--- config.mk ---
export PLATFORM = sky130hd
export DESIGN_NAME = lfps_div
export DESIGN_NICKNAME = d
export VERILOG_FILES = /design/src/rtl/lfps_pkg.sv /design/src/rtl/lfps_div.sv
export SDC_FILE = /design/constraint.sdc
export NUM_CORES = 1
export LEC_CHECK = 0
export BUFFER_PORTS_ARGS = -buffer_cell sky130_fd_sc_hd__buf_2
export CELL_PAD_IN_SITES_DETAIL_PLACEMENT = 1
export CELL_PAD_IN_SITES_GLOBAL_PLACEMENT = 1
export CORE_ASPECT_RATIO = 1.2
export CORE_UTILIZATION = 44
export CTS_BUF_LIST = sky130_fd_sc_hd__clkbuf_4
export DETAILED_ROUTE_END_ITERATION = 8
export HOLD_SLACK_MARGIN = 0.03
export PLACE_DENSITY = 0.85
export SYNTH_ARGS = -nofsm -noshare
export SYNTH_HDL_FRONTEND = slang
export SYNTH_SLANG_ARGS = --single-unit
--- constraint.sdc ---
create_clock -name i_clk -period 4.8 [get_ports i_clk]
set_input_delay 0.96 -clock i_clk [delete_from_list [all_inputs] [get_ports i_clk]]
set_output_delay 0.96 -clock i_clk [all_outputs]
set_load 0.005 [all_outputs]
--- src/rtl/lfps_pkg.sv ---
// ----------------------------------------------------------------------------
// lfps_pkg
// Shared types, codes and fixed-point helpers for the full-pivot LU solver.
// ----------------------------------------------------------------------------
package lfps_pkg;

    localparam int DEF_MAX_ORDER = 16;
    localparam int DEF_FRAC_BITS = 16;

    localparam logic [1:0] FUNC_WR_MATRIX = 2'd0;
    localparam logic [1:0] FUNC_WR_VECTOR = 2'd1;
    localparam logic [1:0] FUNC_FACTOR    = 2'd2;
    localparam logic [1:0] FUNC_SOLVE     = 2'd3;

    localparam logic [1:0] STAT_OK       = 2'd0;
    localparam logic [1:0] STAT_SINGULAR = 2'd1;
    localparam logic [1:0] STAT_NO_LU    = 2'd2;

    localparam logic REG_MATRIX_SIZE     = 1'b0;
    localparam logic REG_PIVOT_THRESHOLD = 1'b1;

    typedef struct packed {
        logic [1:0]          func;
        logic [3:0]          row;
        logic [3:0]          col;
        logic signed [31:0]  value;
    } t_in_item;

    typedef struct packed {
        logic [1:0]          status;
        logic [4:0]          step;
        logic [3:0]          index;
        logic signed [31:0]  solution;
        logic                last;
    } t_out_item;

    function automatic logic [31:0] mag(input logic signed [31:0] v);
        logic [31:0] r;
        r = v[31] ? (32'd0 - 32'(v)) : 32'(v);
        return r;
    endfunction

    function automatic logic signed [31:0] sat(input logic neg, input logic [64:0] m);
        logic signed [31:0] r;
        if (neg) begin
            if (m >= 65'h0_8000_0000) r = 32'sh8000_0000;
            else r = 32'sd0 - $signed(m[31:0]);
        end else begin
            if (m > 65'h0_7FFF_FFFF) r = 32'sh7FFF_FFFF;
            else r = $signed(m[31:0]);
        end
        return r;
    endfunction

    function automatic logic signed [31:0] sub_sat(input logic signed [31:0] a,
                                                   input logic signed [31:0] b);
        logic signed [32:0] d;
        logic signed [31:0] r;
        d = 33'(a) - 33'(b);
        if (d > 33'sh0_7FFF_FFFF) r = 32'sh7FFF_FFFF;
        else if (d < -33'sh0_8000_0000) r = 32'sh8000_0000;
        else r = d[31:0];
        return r;
    endfunction

endpackage

--- src/rtl/lfps_div.sv ---
// ----------------------------------------------------------------------------
// lfps_div
// Restoring Q-format divider, one quotient bit per cycle, rounded, saturated.
// ----------------------------------------------------------------------------
module lfps_div #(
    parameter int FRAC_BITS = lfps_pkg::DEF_FRAC_BITS
) (
    input  logic                i_clk,
    input  logic                i_rst_n,
    input  logic                i_start,
    input  logic signed [31:0]  i_num,
    input  logic signed [31:0]  i_den,
    output logic                o_done,
    output logic signed [31:0]  o_quo
);

    localparam int NW   = 33 + FRAC_BITS;
    localparam int CNTW = $clog2(NW + 1);

    logic                r_busy;
    logic                r_done;
    logic [CNTW-1:0]     r_cnt;
    logic [NW-1:0]       r_num;
    logic [32:0]         r_rem;
    logic [31:0]         r_den;
    logic                r_neg;
    logic signed [31:0]  r_quo;

    logic [32:0]         w_rem_sh;
    logic                w_bit;
    logic [32:0]         w_rem_nx;
    logic [NW-1:0]       w_q_nx;
    logic [31:0]         w_mb;

    assign w_mb     = lfps_pkg::mag(i_den);
    assign w_rem_sh = {r_rem[31:0], r_num[NW-1]};
    assign w_bit    = (w_rem_sh >= {1'b0, r_den});
    assign w_rem_nx = w_bit ? (w_rem_sh - {1'b0, r_den}) : w_rem_sh;
    assign w_q_nx   = {r_num[NW-2:0], w_bit};

    always_ff @(posedge i_clk) begin
        if (!i_rst_n) begin
            r_busy <= 1'b0;
            r_done <= 1'b0;
            r_cnt  <= '0;
        end else begin
            r_done <= 1'b0;
            if (i_start) begin
                r_neg <= i_num[31] ^ i_den[31];
                r_den <= w_mb;
                r_rem <= '0;
                r_num <= (NW'(lfps_pkg::mag(i_num)) << FRAC_BITS) + NW'(w_mb >> 1);
                r_cnt <= CNTW'(NW);
                if (i_den == 32'sd0) begin
                    r_done <= 1'b1;
                    if (i_num == 32'sd0) r_quo <= 32'sd0;
                    else r_quo <= i_num[31] ? 32'sh8000_0000 : 32'sh7FFF_FFFF;
                end else begin
                    r_busy <= 1'b1;
                end
            end else if (r_busy) begin
                r_rem <= w_rem_nx;
                r_num <= w_q_nx;
                r_cnt <= r_cnt - 1'b1;
                if (r_cnt == CNTW'(1)) begin
                    r_busy <= 1'b0;
                    r_done <= 1'b1;
                    r_quo  <= lfps_pkg::sat(r_neg, 65'(w_q_nx));
                end
            end
        end
    end

    assign o_done = r_done;
    assign o_quo  = r_quo;

endmodule

==> parameters.txt, run 1 <==
Parameter                              Value

Global routing
  Overall fraction of global-route tracks in use    0.293
  Overall overflow remaining after global route    0
  Pin count of the biggest net entering global routing    74
  First-pass GRT wire length    about 59,000 um
  Vias in the first global route    ~11,000
  Number of antenna violations at the first check in global routing    1

Worst setup path
  Maximum fanout count along the critical path    4
  Critical path, cell by cell    inv_2 > ha_4 > nor2b_4 > o31a_1 > o211ai_1 > buf_4 > a21o_1 > a311oi_4 > a21oi_2 > a21oi_2 > inv_2 > ha_4 > nand2b_4 > or4_4 > nor3_4 > nand2b_1 > nand2b_4 > or3_4 > o31ai_4 > xor2_1 > o21ai_1
  Critical path endpoint category    flip-flop
  Slowest library cell on the worst path    sky130_fd_sc_hd__edfxtp_1
  Kind of critical path    flip-flop to flip-flop
  CP Data Arrival Time    5.15 ns
  Required time of the worst setup path    a little over 5 ns
  Type of element launching the critical path    flip-flop
  Largest stage delay on the critical path    0.46 ns

Route
  Routed WL per cell    22.7 um
  DRC violation count after routing    0
  Post-route antenna net violation count    0
  Starting DRC count in detailed routing    approximately 730
  Via count    approximately 10,000
  Sum of routed wire length over all layers    38,700 um
  DR pass1 iterations    6
  Number of vias per cell after detailed routing    6.13

Place
  PortBufs    99
  Standard cell area after detailed placement    12,900 um^2
  Routability cong.    ~0.96
  HPWL after detailed placement    between 20,000 and 30,000 um

Timing
  Worst-Margin Slew    roughly 1.2 ns
  Clock tree skew after final layout    0.0337 ns
  Unrepaired setup endpoints after global routing    true
  Worst slew margin    0.175
  Finish-stage setup viols    0
  Fmax    approximately 0.21 GHz
  Final critical path time including I/O delays and setup    4.77 ns
  Final number of max-transition violations    0
  Period Utilization, post-route    0.995
  Final hold violation count    0

Synth
  Synth cell count leaders    sky130_fd_sc_hd__edfxtp_1, sky130_fd_sc_hd__nand2_1, sky130_fd_sc_hd__xnor2_1
  Area leader, netlist    sky130_fd_sc_hd__edfxtp_1
  Sequential element share of the synthesized area    0.402
  Leading cell types by total area after synthesis    sky130_fd_sc_hd__edfxtp_1, sky130_fd_sc_hd__xnor2_1, sky130_fd_sc_hd__ha_1
  Post-Synthesis Cells    roughly 1,200
  Flip-flop cell with the highest count after synthesis    sky130_fd_sc_hd__edfxtp_1
  FFs w/ async S/R, synth    0
  Most used standard cell by instance count after synthesis    sky130_fd_sc_hd__edfxtp_1
  Net Count, Synth    1,291
  Number of warnings reported in the yosys synthesis log    0
  Mean post-synth cell area    a little under 10 um^2
  Flip-flop and latch count after synthesis    around 150
  Mapped cell area    11,300 um^2
  EDFF count, synth    approximately 150
  Number of different library cells in the post-synthesis netlist    85
  Top-area cell type share of the netlist area    0.388

Floorplan
  Horizontal die dimension    148 um
  Die H    about 180 um
  I/O Pins    100
  Rows    63
  DIE AREA    between 20,000 and 30,000 um^2
  Initial core utilization    0.453
  Core area    between 20,000 and 25,000 um^2

CTS
  Longest Clk Path Bufs    2
  Root buf cell    sky130_fd_sc_hd__clkbuf_4
  Clock transition at the registers of the reported paths    0.15 ns
  Maximum level of the CTS H-tree    4
  TritonCTS buffer count    17
  TritonCTS clock tree    done
  CTS Hold Bufs    0
  CTS Sinks    roughly 150
  Clock Latency Late Sink    roughly 0.62 ns

Pwr
  Design internal power    0.00250 W
  Sw power    around 0.0015 W
  Cell area power density    roughly 300 nW/um^2
  Clock share of power    0.205
  Sequential power share    0.432
  Maximum resistive drop on vdd    around 0.13 mV
  Leakage power of the design    between 5 and 6 nW
  Switching share of power    0.373
  Portion of total power attributed to combinational logic    0.362

Finish
  Area added between synthesis and finish    19.3%
  Share of cells above drive strength 1    0.264
  Nets@finish    around 1,500
  Utilization of the core after routing    0.540
  Final instance area    ~13,000 um^2
  Number of fill cells    2,895

Min path
  Tightest Hold Check Type    flip-flop to flip-flop

Flow run
  # Max-Cap Violations    0

Outcome
  Run status    complete, no violations
[registers in the layout, indices dropped and copies added, names as in the netlist]
signal / cells
r_cnt: 6
r_busy: 1
r_rem: 32
r_num: 49
o_quo: 32
o_done: 1
r_neg: 1
r_den: 32
[critical path, delay by kind of cell, from the launching register on]
family | cells | cell delay, ns
buf+inv | 3 | 0.37
simple gates | 7 | 1.56
compound gates | 8 | 1.53
flops | 1 | 0.46
fa+ha+maj | 2 | 0.36
xor+xnor | 1 | 0.23
[per-stage QoR]
stage / setup WS (ns) / setup TNS (ns) / hold WS, ns / std cells / total power, W
floorplan: 0.0166 / 0 / 0.469 / 1169 / 0.00259
global placement: -0.342 / -4.85 / 0.487 / 1661 / 0.00302
detailed placement: -0.720 / -15.31 / 0.498 / 1661 / 0.00311
CTS: -0.00877 / -0.00877 / 0.520 / 1695 / 0.00393
global route: -0.104 / -0.397 / 0.562 / 1704 / 0.00417
finish: 0.0251 / 0 / 0.527 / 1704 / 0.00399
[placed cells by master (no fill, tap or decap), types with 26 or more instances in the layout]
cell type / count
sky130_fd_sc_hd__nand2_1: 116
sky130_fd_sc_hd__edfxtp_1: 146
sky130_fd_sc_hd__a21oi_1: 63
sky130_fd_sc_hd__buf_4: 122
sky130_fd_sc_hd__buf_2: 98
sky130_fd_sc_hd__nand3_1: 26
sky130_fd_sc_hd__ha_1: 49
sky130_fd_sc_hd__inv_1: 61
sky130_fd_sc_hd__xnor2_1: 91
sky130_fd_sc_hd__xor2_1: 36
sky130_fd_sc_hd__o21ai_0: 70
sky130_fd_sc_hd__mux2_2: 40
sky130_fd_sc_hd__nor2_1: 61
[cell families (layout without fill, tap and decap cells)]
family / after synthesis / count (layout) / synth area share
xor+xnor: 129 / 129 / 0.0999
flops: 154 / 154 / 0.402
compound gates: 294 / 294 / 0.172
other cells: 0 / 1 / 0
mux: 42 / 42 / 0.0416
fa+ha+maj: 55 / 55 / 0.0622
buf+inv: 112 / 321 / 0.0416
simple gates: 383 / 383 / 0.181
[per-layer routing]
layer	routed length, um	part of all wire	up-vias	track usage
li1	-	-	4723	-
met1	14400	0.37	5198	0.310
met2	20600	0.53	389	0.549
met3	1930	0.050	132	0.0440
met4	1840	0.048	0	0.164
met5	0	0	-	0
[area by class of cell]
cell class / instances / area, um^2 / share of cell area
multi-input cells: 903 / 6580 / 0.488
flip-flops and latches: 154 / 4540 / 0.337
repair buffers: 223 / 1450 / 0.107
well taps: 325 / 407 / 0.0301
inverters: 66 / 248 / 0.0184
clock inverters: 15 / 136 / 0.0101
clock buffers: 17 / 128 / 0.00946
diodes: 1 / 2.50 / 0.000185
[power groups by stage]
stage	clock (W)	combinational [W]	sequential, W
floorplan	0	0.000884	0.00171
global placement	0	0.00128	0.00174
detailed placement	0	0.00137	0.00175
CTS	0.000825	0.00138	0.00172
global route	0.000864	0.00156	0.00174
finish	0.000821	0.00145	0.00173
[path summary, 6_finish.rpt]
check | start | end | slack [ns] | cells past startpoint
setup / recovery | r_den[1]$_DFFE_PP_ | o_quo[30]$_DFFE_PP_ | 0.03 | 21
hold / removal | r_cnt[1]$_SDFFE_PP0P_ | r_cnt[1]$_SDFFE_PP0P_ | 0.53 | 2
setup reg to reg | r_den[1]$_DFFE_PP_ | o_quo[30]$_DFFE_PP_ | 0.03 | 21
hold reg to reg | r_cnt[1]$_SDFFE_PP0P_ | r_cnt[1]$_SDFFE_PP0P_ | 0.53 | 2
[timing repair]
| item | in CTS | in global routing |
|---|---|---|
| resized for setup | 9 | 36 |
| setup endpoints to repair | 18 | 37 |
| buffers inserted | 2 | 8 |
| pin swaps | 3 | 18 |
Note: power is estimated with default switching activity, not from simulation.
==> inputs of run 2 (changes only) <==
- ABC_AREA: default -> 1
- CORE_UTILIZATION: 44 -> 42
- PLACE_DENSITY: 0.85 -> 0.86
==> parameters.txt, run 2 <==
Parameter                              Value

Timing
  Worst slew margin    0.221
  Smallest setup slack after layout    ~0.62 ns
  Fmax    around 0.24 GHz
  Finish-stage setup viols    0
  Period Utilization, post-route    0.872
  Final hold violation count    0
  Final number of max-transition violations    0
  Worst-Margin Slew    ~1.2 ns
  Clock tree skew after final layout    about 0.026 ns
  Unrepaired setup endpoints after global routing    false
  Final critical path time including I/O delays and setup    4.18 ns

Synth
  Mapped cell area    ~12,000 um^2
  Leading cell types by total area after synthesis    sky130_fd_sc_hd__edfxtp_1, sky130_fd_sc_hd__nand2_1, sky130_fd_sc_hd__inv_1
  Flip-flop and latch count after synthesis    ~150
  Net Count, Synth    ~1,800
  Area leader, netlist    sky130_fd_sc_hd__edfxtp_1
  Flip-flop cell with the highest count after synthesis    sky130_fd_sc_hd__edfxtp_1
  Most used standard cell by instance count after synthesis    sky130_fd_sc_hd__nand2_1
  Top-area cell type share of the netlist area    0.354
  Sequential element share of the synthesized area    0.367
  FFs w/ async S/R, synth    0
  Number of warnings reported in the yosys synthesis log    0
  Synth cell count leaders    sky130_fd_sc_hd__nand2_1, sky130_fd_sc_hd__inv_1, sky130_fd_sc_hd__nor2_1
  Mean post-synth cell area    ~7.3 um^2
  Number of different library cells in the post-synthesis netlist    53
  Post-Synthesis Cells    about 1,700
  EDFF count, synth    about 150

Worst setup path
  Slowest library cell on the worst path    sky130_fd_sc_hd__ha_1
  CP Data Arrival Time    around 4.6 ns
  Reg-to-reg critical path endpoint    o_quo[28]$_DFFE_PP_
  Required time of the worst setup path    roughly 5.2 ns
  Top cell family by delay on the critical path    simple AND/OR/NAND/NOR gates
  Length in cells of the worst reg-to-reg path    19
  Maximum fanout count along the critical path    5
  Number of buffers and inverters on the critical path    3
  Most frequent cell on the critical path    sky130_fd_sc_hd__nand2_1
  Kind of critical path    primary input to flip-flop
  Worst R2R Start    r_rem[27]$_SDFFCE_PP0P_
  Critical path endpoint category    flip-flop
  Type of element launching the critical path    primary input
  Setup slack on the worst flop-to-flop path    roughly 0.8 ns
  Largest stage delay on the critical path    ~0.39 ns

CTS
  TritonCTS buffer count    17
  CTS Hold Bufs    0
  Root buf cell    sky130_fd_sc_hd__clkbuf_4
  Longest Clk Path Bufs    2
  Clock Latency Late Sink    between 0.6 and 0.7 ns
  Clock transition at the registers of the reported paths    0.16 ns
  CTS Sinks    roughly 150
  TritonCTS clock tree    done
  Maximum level of the CTS H-tree    4
  Cells resized by post-CTS repair    0
  Postcts setup bufs    0

Floorplan
  Rows    roughly 70
  Horizontal die dimension    roughly 160 um
  I/O Pins    100
  Core area    just under 30,000 um^2
  Initial core utilization    0.429
  DIE AREA    around 30,000 um^2
  Die H    roughly 190 um

Global routing
  Overall overflow remaining after global route    0
  Vias in the first global route    about 12,000
  Pin count of the biggest net entering global routing    slightly above 100
  First-pass GRT wire length    ~64,000 um
  Overall fraction of global-route tracks in use    0.277
  Number of antenna violations at the first check in global routing    2

Finish
  Share of cells above drive strength 1    0.124
  Nets@finish    around 1,900
  Most frequent standard cell in the layout excluding fill and tap cells    sky130_fd_sc_hd__nand2_1
  Area added between synthesis and finish    10.5%
  Largest register by flop count    r_num
  Non-filler cells, final    around 2,200
  Most frequent cells in the layout    sky130_fd_sc_hd__nand2_1, sky130_fd_sc_hd__inv_1, sky130_fd_sc_hd__nor2_1
  Flip-flop and latch area    4540 um^2
  Number of flip-flops under the largest register name    just under 50
  Number of fill cells    approximately 3,700
  Combined area of the multi-input logic cells    slightly below 7000 um^2

Place
  Routability cong.    0.979
  # placed instances    roughly 2,200
  Pre-CTS worst setup slack    -0.0193 ns
  HPWL after detailed placement    roughly 31,000 um
  PortBufs    99

Route
  DRC violation count after routing    0
  Via count    between 10,000 and 15,000
  DR pass1 iterations    5
  Number of vias per cell after detailed routing    5.44
  Post-route antenna net violation count    0
  Routed WL per cell    18.4 um
  Starting DRC count in detailed routing    around 700
  Sum of routed wire length over all layers    between 40,000 and 50,000 um

Min path
  Number of cells traversed by the worst hold path    1
  Tightest Hold Check Type    primary input to flip-flop
  Source of the worst hold timing path    i_den[0]
  Hold worst-path end    r_den[0]$_DFFE_PP_

Pwr
  Overall power consumption    0.00396 W
  Maximum resistive drop on vdd    0.147 mV
  Leakage power of the design    approximately 6.0 nW
  Cell area power density    between 200 and 300 nW/um^2

Flow run
  # Max-Cap Violations    0

Outcome
  Run status    complete, no violations
## run 2: power by group
part / total (W) / switching [W] / internal [W]
Combinational: 0.00127 / 0.000843 / 0.000425
Clock: 0.000989 / 0.000564 / 0.000426
Sequential: 0.00170 / 0.0000840 / 0.00161
## run 2: cells by family after synthesis
kind of cell,after synthesis,synth area share
fa+ha+maj,55,0.0568
buf+inv,265,0.0821
simple gates,865,0.309
xor+xnor,98,0.0694
flops,154,0.367
compound gates,259,0.116
## run 2: per-layer routing
| metal | share of wire | wire, um | global-route usage | vias up |
|---|---|---|---|---|
| met5 | 0 | 0 | 0 | - |
| met4 | 0.034 | 1370 | 0.114 | 0 |
| met3 | 0.029 | 1150 | 0.0355 | 74 |
| met2 | 0.52 | 21000 | 0.507 | 242 |
| met1 | 0.42 | 16700 | 0.321 | 5803 |
| li1 | - | - | - | 5763 |
## run 2: worst max path at each step
stage / to / start / depth (start not counted) / slack, ns
floorplan: o_quo[0]$_DFFE_PP_ / i_start / 3 / -0.58
global placement: r_num[46]$_DFFE_PP_ / i_den[0] / 26 / 0.22
detailed placement: r_num[45]$_DFFE_PP_ / i_den[2] / 22 / -0.02
CTS: r_num[46]$_DFFE_PP_ / i_den[1] / 26 / 0.64
global route: r_num[41]$_DFFE_PP_ / i_den[2] / 20 / 0.16
finish: r_num[46]$_DFFE_PP_ / i_den[1] / 26 / 0.62
## run 2: layout make-up
type / instances / share of cell area
antenna: 2 / 0.000366
clock buffer: 17 / 0.00934
clock inverter: 15 / 0.0155
inverter: 223 / 0.0633
multi-input combinational: 1277 / 0.500
sequential: 154 / 0.332
tap: 385 / 0.0352
timing repair buffer: 113 / 0.0439
## run 2: through the flow
stage	util	hold slack [ns]	TNS, ns	cell area, um^2
detailed placement	0.462	0.530	-0.0275	13300
global placement	0.462	0.489	0	13300
CTS	0.474	0.494	0	13700
finish	0.474	0.514	0	13700
global route	0.474	0.491	0	13700
floorplan	-	0.476	-18.54	12400
